<file path="src/design/fts_pkg.sv">
// Shared types and constants for the failover target selector.
// No dependencies; imported by every module of the block.
`default_nettype none

package fts_pkg;

   localparam int MAX_TARGETS_DEF = 8;
   localparam int CNT_W           = 4;
   localparam int IDX_W           = 3;
   localparam int TIME_W          = 32;
   localparam int CSR_IDX_W       = 2;

   localparam logic [TIME_W-1:0]    HOLDOFF_RESET    = 32'd600;
   localparam logic [CSR_IDX_W-1:0] CSR_TARGET_COUNT = 2'd0;
   localparam logic [CSR_IDX_W-1:0] CSR_HOLDOFF      = 2'd1;

   typedef enum logic [1:0] {
      OP_SEL_EMPTY = 2'd0,
      OP_SEL_SCAN  = 2'd1,
      OP_MARK_HIT  = 2'd2,
      OP_MARK_MISS = 2'd3
   } op_type;

   typedef struct packed {
      op_type            op;
      logic [IDX_W-1:0]  tidx;
      logic [TIME_W-1:0] now;
      logic              nonempty;
   } item_type;

endpackage

`default_nettype wire

</file>
<file path="src/design/fts_front.sv">
// Front end: accepts request transactions, classifies them against the
// target count and holds them in a two-entry queue. Depends on fts_pkg.
`default_nettype none

module fts_front
   import fts_pkg::*;
(
   input  wire logic              clock,
   input  wire logic              reset,
   input  wire logic              req_valid,
   output logic                   req_stall,
   input  wire logic              req_func,
   input  wire logic [IDX_W-1:0]  req_target_index,
   input  wire logic [TIME_W-1:0] req_now_time,
   input  wire logic [CNT_W-1:0]  target_count,
   output logic                   q_valid,
   output item_type               q_item,
   input  wire logic              q_pop
);

   item_type   entries_ff [2];
   logic       wr_ptr_ff, wr_ptr_in;
   logic       rd_ptr_ff, rd_ptr_in;
   logic [1:0] fill_ff, fill_in;
   logic       push;
   item_type   cls;

   assign req_stall = fill_ff[1];
   assign push      = req_valid && !req_stall;
   assign q_valid   = (fill_ff != 2'd0);
   assign q_item    = entries_ff[rd_ptr_ff];

   always_comb begin
      cls.tidx     = req_target_index;
      cls.now      = req_now_time;
      cls.nonempty = (target_count != '0);
      if (req_func) begin
         cls.op = ({1'b0, req_target_index} < target_count) ? OP_MARK_HIT : OP_MARK_MISS;
      end else begin
         cls.op = (target_count != '0) ? OP_SEL_SCAN : OP_SEL_EMPTY;
      end
   end

   always_comb begin
      wr_ptr_in = push ? !wr_ptr_ff : wr_ptr_ff;
      rd_ptr_in = q_pop ? !rd_ptr_ff : rd_ptr_ff;
      unique case ({push, q_pop})
         2'b10:   fill_in = fill_ff + 2'd1;
         2'b01:   fill_in = fill_ff - 2'd1;
         default: fill_in = fill_ff;
      endcase
   end

   always_ff @(posedge clock) begin
      if (reset) begin
         wr_ptr_ff <= 1'b0;
         rd_ptr_ff <= 1'b0;
         fill_ff   <= 2'd0;
      end else begin
         wr_ptr_ff <= wr_ptr_in;
         rd_ptr_ff <= rd_ptr_in;
         fill_ff   <= fill_in;
      end
   end

   always_ff @(posedge clock) begin
      if (push) begin
         entries_ff[wr_ptr_ff] <= cls;
      end
   end

endmodule

`default_nettype wire

</file>
<file path="src/design/fts_back.sv">
// Back end: deadline memory, one-entry-per-cycle select scan, mark-dead
// update and the response register. Depends on fts_pkg.
`default_nettype none

module fts_back
   import fts_pkg::*;
#(
   parameter int MAX_TARGETS = MAX_TARGETS_DEF
) (
   input  wire logic              clock,
   input  wire logic              reset,
   input  wire logic              q_valid,
   input  item_type               q_item,
   output logic                   q_pop,
   input  wire logic              clear_all,
   input  wire logic [CNT_W-1:0]  target_count,
   input  wire logic [TIME_W-1:0] holdoff,
   output logic                   rsp_valid,
   input  wire logic              rsp_stall,
   output logic [IDX_W-1:0]       rsp_selected_index,
   output logic                   rsp_list_nonempty,
   output logic                   rsp_all_dead,
   output logic                   rsp_target_found
);

   localparam int ADDR_W = (MAX_TARGETS > 1) ? $clog2(MAX_TARGETS) : 1;

   typedef enum logic [1:0] {
      ST_IDLE = 2'b01,
      ST_SCAN = 2'b10
   } state_type;

   state_type         state_ff, state_in;
   logic [CNT_W-1:0]  cmp_idx_ff, cmp_idx_in;
   logic [CNT_W-1:0]  best_idx_ff, best_idx_in;
   logic [TIME_W-1:0] best_ff, best_in;
   logic [TIME_W-1:0] now_ff, now_in;

   logic              rsp_valid_ff, rsp_valid_in;
   logic [IDX_W-1:0]  rsp_sel_ff, rsp_sel_in;
   logic              rsp_nonempty_ff, rsp_nonempty_in;
   logic              rsp_all_dead_ff, rsp_all_dead_in;
   logic              rsp_found_ff, rsp_found_in;

   logic [TIME_W-1:0]    mem [MAX_TARGETS];
   logic [MAX_TARGETS-1:0] live_ff;
   logic [TIME_W-1:0]    rd_data_ff;
   logic                 rd_live_ff;
   logic [ADDR_W-1:0]    rd_addr;
   logic [ADDR_W-1:0]    wr_addr;
   logic                 wr_en;
   logic [TIME_W-1:0]    wr_data;
   logic [TIME_W:0]      sum;

   logic [TIME_W-1:0] cur_val;
   logic [CNT_W-1:0]  last_idx;
   logic [CNT_W-1:0]  new_best_idx;
   logic              take_new;

   assign rsp_valid          = rsp_valid_ff;
   assign rsp_selected_index = rsp_sel_ff;
   assign rsp_list_nonempty  = rsp_nonempty_ff;
   assign rsp_all_dead       = rsp_all_dead_ff;
   assign rsp_target_found   = rsp_found_ff;

   assign q_pop    = (state_ff == ST_IDLE) && q_valid && (!rsp_valid_ff || !rsp_stall);
   assign sum      = {1'b0, q_item.now} + {1'b0, holdoff};
   assign wr_data  = sum[TIME_W] ? '1 : sum[TIME_W-1:0];
   assign wr_addr  = ADDR_W'(q_item.tidx);
   assign wr_en    = q_pop && (q_item.op == OP_MARK_HIT);
   assign rd_addr  = (state_ff == ST_SCAN) ? ADDR_W'(cmp_idx_ff + 4'd1) : '0;
   assign cur_val  = rd_live_ff ? rd_data_ff : '0;
   assign last_idx = target_count - 4'd1;
   assign take_new = (cmp_idx_ff == '0) || (cur_val < best_ff);
   assign new_best_idx = take_new ? cmp_idx_ff : best_idx_ff;

   always_comb begin
      state_in        = state_ff;
      cmp_idx_in      = cmp_idx_ff;
      best_idx_in     = best_idx_ff;
      best_in         = best_ff;
      now_in          = now_ff;
      rsp_valid_in    = rsp_valid_ff && rsp_stall;
      rsp_sel_in      = rsp_sel_ff;
      rsp_nonempty_in = rsp_nonempty_ff;
      rsp_all_dead_in = rsp_all_dead_ff;
      rsp_found_in    = rsp_found_ff;
      unique case (state_ff)
         ST_IDLE: begin
            if (q_pop) begin
               rsp_sel_in      = '0;
               rsp_nonempty_in = q_item.nonempty;
               rsp_all_dead_in = 1'b0;
               rsp_found_in    = 1'b0;
               unique case (q_item.op)
                  OP_SEL_EMPTY: rsp_valid_in = 1'b1;
                  OP_MARK_HIT: begin
                     rsp_valid_in = 1'b1;
                     rsp_found_in = 1'b1;
                  end
                  OP_MARK_MISS: rsp_valid_in = 1'b1;
                  OP_SEL_SCAN: begin
                     state_in   = ST_SCAN;
                     cmp_idx_in = '0;
                     now_in     = q_item.now;
                  end
               endcase
            end
         end
         ST_SCAN: begin
            best_idx_in = new_best_idx;
            best_in     = take_new ? cur_val : best_ff;
            cmp_idx_in  = cmp_idx_ff + 4'd1;
            priority if (cur_val <= now_ff) begin
               state_in     = ST_IDLE;
               rsp_valid_in = 1'b1;
               rsp_sel_in   = IDX_W'(cmp_idx_ff);
            end else if (cmp_idx_ff == last_idx) begin
               state_in        = ST_IDLE;
               rsp_valid_in    = 1'b1;
               rsp_sel_in      = IDX_W'(new_best_idx);
               rsp_all_dead_in = 1'b1;
            end
         end
         default: state_in = ST_IDLE;
      endcase
   end

   always_ff @(posedge clock) begin
      if (reset) begin
         state_ff     <= ST_IDLE;
         rsp_valid_ff <= 1'b0;
      end else begin
         state_ff     <= state_in;
         rsp_valid_ff <= rsp_valid_in;
      end
   end

   always_ff @(posedge clock) begin
      cmp_idx_ff      <= cmp_idx_in;
      best_idx_ff     <= best_idx_in;
      best_ff         <= best_in;
      now_ff          <= now_in;
      rsp_sel_ff      <= rsp_sel_in;
      rsp_nonempty_ff <= rsp_nonempty_in;
      rsp_all_dead_ff <= rsp_all_dead_in;
      rsp_found_ff    <= rsp_found_in;
   end

   always_ff @(posedge clock) begin
      if (reset || clear_all) begin
         live_ff <= '0;
      end else if (wr_en) begin
         live_ff[wr_addr] <= 1'b1;
      end
   end

   always_ff @(posedge clock) begin
      if (wr_en) begin
         mem[wr_addr] <= wr_data;
      end
      rd_data_ff <= mem[rd_addr];
      rd_live_ff <= live_ff[rd_addr];
   end

endmodule

`default_nettype wire

</file>
<file path="src/design/failover_target_selector.sv">
// Mark-dead and empty-list select go from the front queue to the response register;
// select with targets also scans 1..target_count entries, with the deadline memory
// read one entry per cycle in the back end.
// Throughput: one transaction in flight in the back end; two more queue up front.
// Reset: synchronous, clears queue, control state and all deadlines to live,
// target_count to 0 and holdoff_ticks to 600.
`default_nettype none

module failover_target_selector
   import fts_pkg::*;
#(
   parameter int MAX_TARGETS = MAX_TARGETS_DEF
) (
   input  wire logic                 clock,
   input  wire logic                 reset,
   input  wire logic                 req_valid,
   output logic                      req_stall,
   input  wire logic                 req_func,
   input  wire logic [IDX_W-1:0]     req_target_index,
   input  wire logic [TIME_W-1:0]    req_now_time,
   output logic                      rsp_valid,
   input  wire logic                 rsp_stall,
   output logic [IDX_W-1:0]          rsp_selected_index,
   output logic                      rsp_list_nonempty,
   output logic                      rsp_all_dead,
   output logic                      rsp_target_found,
   input  wire logic                 csr_valid,
   output logic                      csr_ready,
   input  wire logic [CSR_IDX_W-1:0] csr_index,
   input  wire logic [TIME_W-1:0]    csr_wdata
);

   logic [CNT_W-1:0]  count_ff, count_in;
   logic [TIME_W-1:0] holdoff_ff, holdoff_in;
   logic [CNT_W-1:0]  count_wr;
   logic              csr_wr;
   logic              clear_all;
   logic              q_valid;
   logic              q_pop;
   item_type          q_item;

   assign csr_ready = 1'b1;
   assign csr_wr    = csr_valid && csr_ready;
   assign clear_all = csr_wr && (csr_index == CSR_TARGET_COUNT);
   assign count_wr  = (32'(csr_wdata[CNT_W-1:0]) > MAX_TARGETS) ?
                      CNT_W'(MAX_TARGETS) : csr_wdata[CNT_W-1:0];
   assign count_in   = clear_all ? count_wr : count_ff;
   assign holdoff_in = (csr_wr && (csr_index == CSR_HOLDOFF)) ? csr_wdata : holdoff_ff;

   always_ff @(posedge clock) begin
      if (reset) begin
         count_ff   <= '0;
         holdoff_ff <= HOLDOFF_RESET;
      end else begin
         count_ff   <= count_in;
         holdoff_ff <= holdoff_in;
      end
   end

   fts_front u_front (
      .clock            (clock),
      .reset            (reset),
      .req_valid        (req_valid),
      .req_stall        (req_stall),
      .req_func         (req_func),
      .req_target_index (req_target_index),
      .req_now_time     (req_now_time),
      .target_count     (count_ff),
      .q_valid          (q_valid),
      .q_item           (q_item),
      .q_pop            (q_pop)
   );

   fts_back #(
      .MAX_TARGETS (MAX_TARGETS)
   ) u_back (
      .clock              (clock),
      .reset              (reset),
      .q_valid            (q_valid),
      .q_item             (q_item),
      .q_pop              (q_pop),
      .clear_all          (clear_all),
      .target_count       (count_ff),
      .holdoff            (holdoff_ff),
      .rsp_valid          (rsp_valid),
      .rsp_stall          (rsp_stall),
      .rsp_selected_index (rsp_selected_index),
      .rsp_list_nonempty  (rsp_list_nonempty),
      .rsp_all_dead       (rsp_all_dead),
      .rsp_target_found   (rsp_target_found)
   );

endmodule

`default_nettype wire

</file>
<file path="config.mk">
export PLATFORM = sky130hd
export DESIGN_NAME = failover_target_selector
export DESIGN_NICKNAME = d
export VERILOG_FILES = /design/src/design/fts_pkg.sv /design/src/design/fts_front.sv /design/src/design/fts_back.sv /design/src/design/failover_target_selector.sv
export SDC_FILE = /design/constraint.sdc
export NUM_CORES = 1
export LEC_CHECK = 0
export ABC_CLOCK_PERIOD_IN_PS = 5740
export BUFFER_PORTS_ARGS = -buffer_cell sky130_fd_sc_hd__buf_2
export CELL_PAD_IN_SITES_DETAIL_PLACEMENT = 0
export CELL_PAD_IN_SITES_GLOBAL_PLACEMENT = 1
export CORE_AREA = 2 2 209 211
export DETAILED_ROUTE_END_ITERATION = 8
export DIE_AREA = 0 0 211 213
export PLACE_DENSITY_LB_ADDON = 0.15
export SETUP_SLACK_MARGIN = 0.3
export SLEW_MARGIN = 20
export SYNTH_ARGS = -nofsm -noshare
export SYNTH_HDL_FRONTEND = slang
export SYNTH_SLANG_ARGS = --single-unit
</file>
<file path="constraint.sdc">
create_clock -name clock -period 5.74 [get_ports clock]
set_input_delay 0.287 -clock clock [delete_from_list [all_inputs] [get_ports clock]]
set_output_delay 0.287 -clock clock [all_outputs]
set_load 0.01 [all_outputs]
</file>
==> impl_metrics.tcl <==
set metrics [dict create \
    outcome "finished, final reports clean" \
    setup_slack_after_layout_ns 1.32 \
    number_of_enable_flip_flop_cells_after_synthesis 409 \
    rsz0062_at_grt "no" \
    grt.overflow.total 0 \
    place_congestion 0.856 \
    worstPathArrival_ns 4.62 \
    grt.total_usage 0.235 \
    die_area_mm2 0.0449 \
    drt.antenna.violating_nets 0 \
    detailedPlace.worstSlack_ns 1.35 \
    synth_area_per_cell_um2 12.7 \
    yosys_most_used_dff "sky130_fd_sc_hd__edfxtp_1" \
    power.ir.vdd_worst_mv 0.296 \
    total_nets_final 2037 \
    setup_total_negative_slack_ns 0 \
    hold_end "count_ff[3]" \
    cap_violations 0 \
    hp-class "in -> reg" \
    r2r-end "u_back.mem[5][27]" \
    number_of_synthesized_register_bits 494 \
    route.detailed.vias_per_inst 5.52 \
    vias_in_the_first_global_route 13500 \
    p_per_area_mw_per_mm2 390 \
    synth.distinct_cells 72 \
    areaGrowthSynthToFinish_pct 16.0 \
    path_clk_slew_ns 0.06 \
    tritoncts "yes" \
    post-route-min-period_ns 4.42 \
    core_region_area_mm2 0.0427 \
    top_cells_by_area_in_the_synthesized_netlist "sky130_fd_sc_hd__edfxtp_1 57%, sky130_fd_sc_hd__dfxtp_1 7.9%, sky130_fd_sc_hd__ha_1 5.9%" \
    share_of_the_clock_period_used_by_the_worst_path 0.771 \
    critical_path.max_stage_delay_ns 0.57 \
    critical_path_peak_fanout 31 \
    finish.utilization 0.586 \
    min_path_cells 4 \
    path_cells "buf_4 -> mux2_2 -> ha_1 -> a21oi_1 -> o211ai_1 -> a41oi_1 -> o21ai_0 -> o21bai_1 -> a31oi_1 -> o22ai_2 -> buf_4 -> o21ai_0" \
    design.portCount 84 \
    cts_buffer_depth 3 \
    chipWidth_um 211 \
    synthesis.instances 1695 \
    initial_utilization 0.506 \
    grt_first_pass_wirelength_um 78300 \
    worst_slew_pin_slew_ns 0.966 \
    report.final.slew_viol_count 0 \
    relative_slew_slack 0.349 \
    number_of_filler_instances_in_the_final_layout 3455 \
    setup-violations-final 0 \
    clock_tree.htree_level_count 2 \
    post_route_clock_skew_ns 0.0182 \
    avgRoutedWirePerCell_um 21.3 \
    grt_antenna_before_repair 0 \
    postSynthNetCount 1872 \
    synth-warning-count 0 \
    finalWirelength_um 52100 \
    antennaDiodeCount 0 \
    synth_commonest_cells "409 x sky130_fd_sc_hd__edfxtp_1, 321 x sky130_fd_sc_hd__nand2_1, 101 x sky130_fd_sc_hd__ha_1, 89 x sky130_fd_sc_hd__inv_1, 85 x sky130_fd_sc_hd__dfxtp_1" \
    hold_viol_final 0 \
    critPathRequiredTime_ns 5.94 \
    grt_start_max_net_pins 68 \
    synth_top_area_frac 0.569 \
    root_buffer "sky130_fd_sc_hd__clkbuf_16" \
    rows 76 \
    drt_drc_violations_left 0 \
    drt_iter0_drc 947 \
    die-height_um 213 \
    numClockSinks 494 \
    critPathLaunchType "flop" \
    drive_above_1_share 0.149 \
    worstHoldStart "csr_index[1]" \
    yosysSeqAreaShare 0.648 \
    total_leakage_power_nw 9.58 \
    endpoint_kind "flop" \
    yosysTopAreaCell "sky130_fd_sc_hd__edfxtp_1" \
    number_of_input_and_output_port_buffers_inserted 82 \
    clock_latency_ns 0.60 \
    cts_inserted_buffers 51 \
    dominant_cell_by_count_in_the_synthesized_netlist "sky130_fd_sc_hd__edfxtp_1" \
    ff2ff_setup_slack_ns 1.32 \
    worstSetupPathType "reg -> reg" \
    route.vias.total 13500 \
    dp.final_hpwl_um 33300 \
    mappedNetlistArea_mm2 0.0216 \
    cp_slowest_cell "sky130_fd_sc_hd__dfxtp_2" \
    timing.fmax_mhz 226 \
    reg2reg_depth 12 \
    asyncSetResetFlopFracSynth 0 \
    footprint_of_the_multi_input_gates_mm2 0.00709 \
    sequential_cell_area_mm2 0.0140 \
    drt_pre_antenna_iters 5 \
]
cells in the final DEF (no fill, tap or decap), types with 41 or more instances in the layout:
master | Yosys | routed
sky130_fd_sc_hd__a21oi_1 | 74 | 74
sky130_fd_sc_hd__buf_2 | 6 | 82
sky130_fd_sc_hd__clkbuf_16 | 0 | 51
sky130_fd_sc_hd__dfxtp_1 | 85 | 84
sky130_fd_sc_hd__dlygate4sd3_1 | 0 | 68
sky130_fd_sc_hd__edfxtp_1 | 409 | 409
sky130_fd_sc_hd__ha_1 | 101 | 100
sky130_fd_sc_hd__inv_1 | 89 | 87
sky130_fd_sc_hd__nand2_1 | 321 | 320
sky130_fd_sc_hd__nand2b_1 | 41 | 41
sky130_fd_sc_hd__nand3_1 | 78 | 78
sky130_fd_sc_hd__o21ai_0 | 70 | 70
worst max path at each step:
| stage | startpoint | cells after the start | to |
|---|---|---|---|
| CTS | flop | 12 | u_back.mem[3][27] |
| global placement | flop | 12 | u_back.mem[2][27] |
| floorplan | flop | 16 | u_back.mem[0][12] |
| global route | flop | 12 | u_back.mem[6][27] |
| finish | flop | 12 | u_back.mem[5][27] |
| detailed placement | flop | 12 | u_back.mem[2][27] |
per-stage QoR:
| step | power, mW | area, um^2 | hold WS, ns | instances |
|---|---|---|---|---|
| 2_1_floorplan | 5.93 | 21600 | 0.386 | 1695 |
| 3_3_place_gp | 6.56 | 22700 | 0.442 | 2285 |
| 3_5_place_dp | 6.61 | 22700 | 0.453 | 2285 |
| 4_1_cts | 9.86 | 25000 | 0.0621 | 2447 |
| 5_1_grt | 10.2 | 25000 | 0.105 | 2447 |
| 6_report | 9.77 | 25000 | 0.0997 | 2447 |
registers in the layout, indices dropped and copies added (netlist names), named ones only:
register                   cells
u_front.entries_ff            76
u_front.rd_ptr_ff              1
holdoff_ff                    32
u_front.fill_ff                2
u_back.rsp_target_found        1
u_back.best_idx_ff             3
u_back.live_ff                 8
u_back.rsp_all_dead            1
u_back.mem                   256
u_back.rsp_valid               1
u_back.cmp_idx_ff              4
u_back.now_ff                 32
count_ff                       4
u_back.rsp_list_nonempty       1
u_back.rd_data_ff             32
u_back.best_ff                32
u_back.rd_live_ff              1
u_front.wr_ptr_ff              1
u_back.state_ff                2
u_back.rsp_selected_index      3
per-layer routing:
layer | vias up | global-route usage | part of all wire
met2 | 273 | 0.417 | 0.52
met3 | 72 | 0.0331 | 0.041
met1 | 6672 | 0.302 | 0.42
met5 | - | 0 | 0
li1 | 6497 | - | -
met4 | 0 | 0.0675 | 0.021
critical path: cells and delay by family (launching register included):
kind	cells	cell delay (ns)
adders and majority gates	1	0.37
buffers and inverters	2	0.82
DFF	1	0.57
AOI/OAI and AO/OA	8	1.85
muxes	1	0.40
cells by family after synthesis:
group	synth area share
DFF	0.648
other	0.000174
muxes	0.0551
adders and majority gates	0.0599
and+or+nand+nor	0.120
AOI/OAI and AO/OA	0.0766
xor gates and xnor gates	0.0130
buffers and inverters	0.0280
area by class of cell:
| type | instances | area share |
|---|---|---|
| multi-input combinational | 1045 | 0.283 |
| inverter | 90 | 0.0135 |
| tap | 546 | 0.0273 |
| timing repair buffer | 178 | 0.0520 |
| clock inverter | 14 | 0.00595 |
| sequential | 494 | 0.559 |
| clock buffer | 80 | 0.0593 |
where the power goes:
part	switching (mW)	internal [mW]	leakage, nW	total, mW
logic	1.25	0.640	4.40	1.89
clock network	1.34	1.87	0.803	3.21
registers	0.120	4.54	4.38	4.66
what timing repair did:
item,in CTS,in global routing
endpoints found under the hold margin,108,0
resized for setup,0,0
hold buffers,68,0
endpoints found under the setup margin,0,0
setup buffers,0,0
Power figures use the tool's default switching activity.
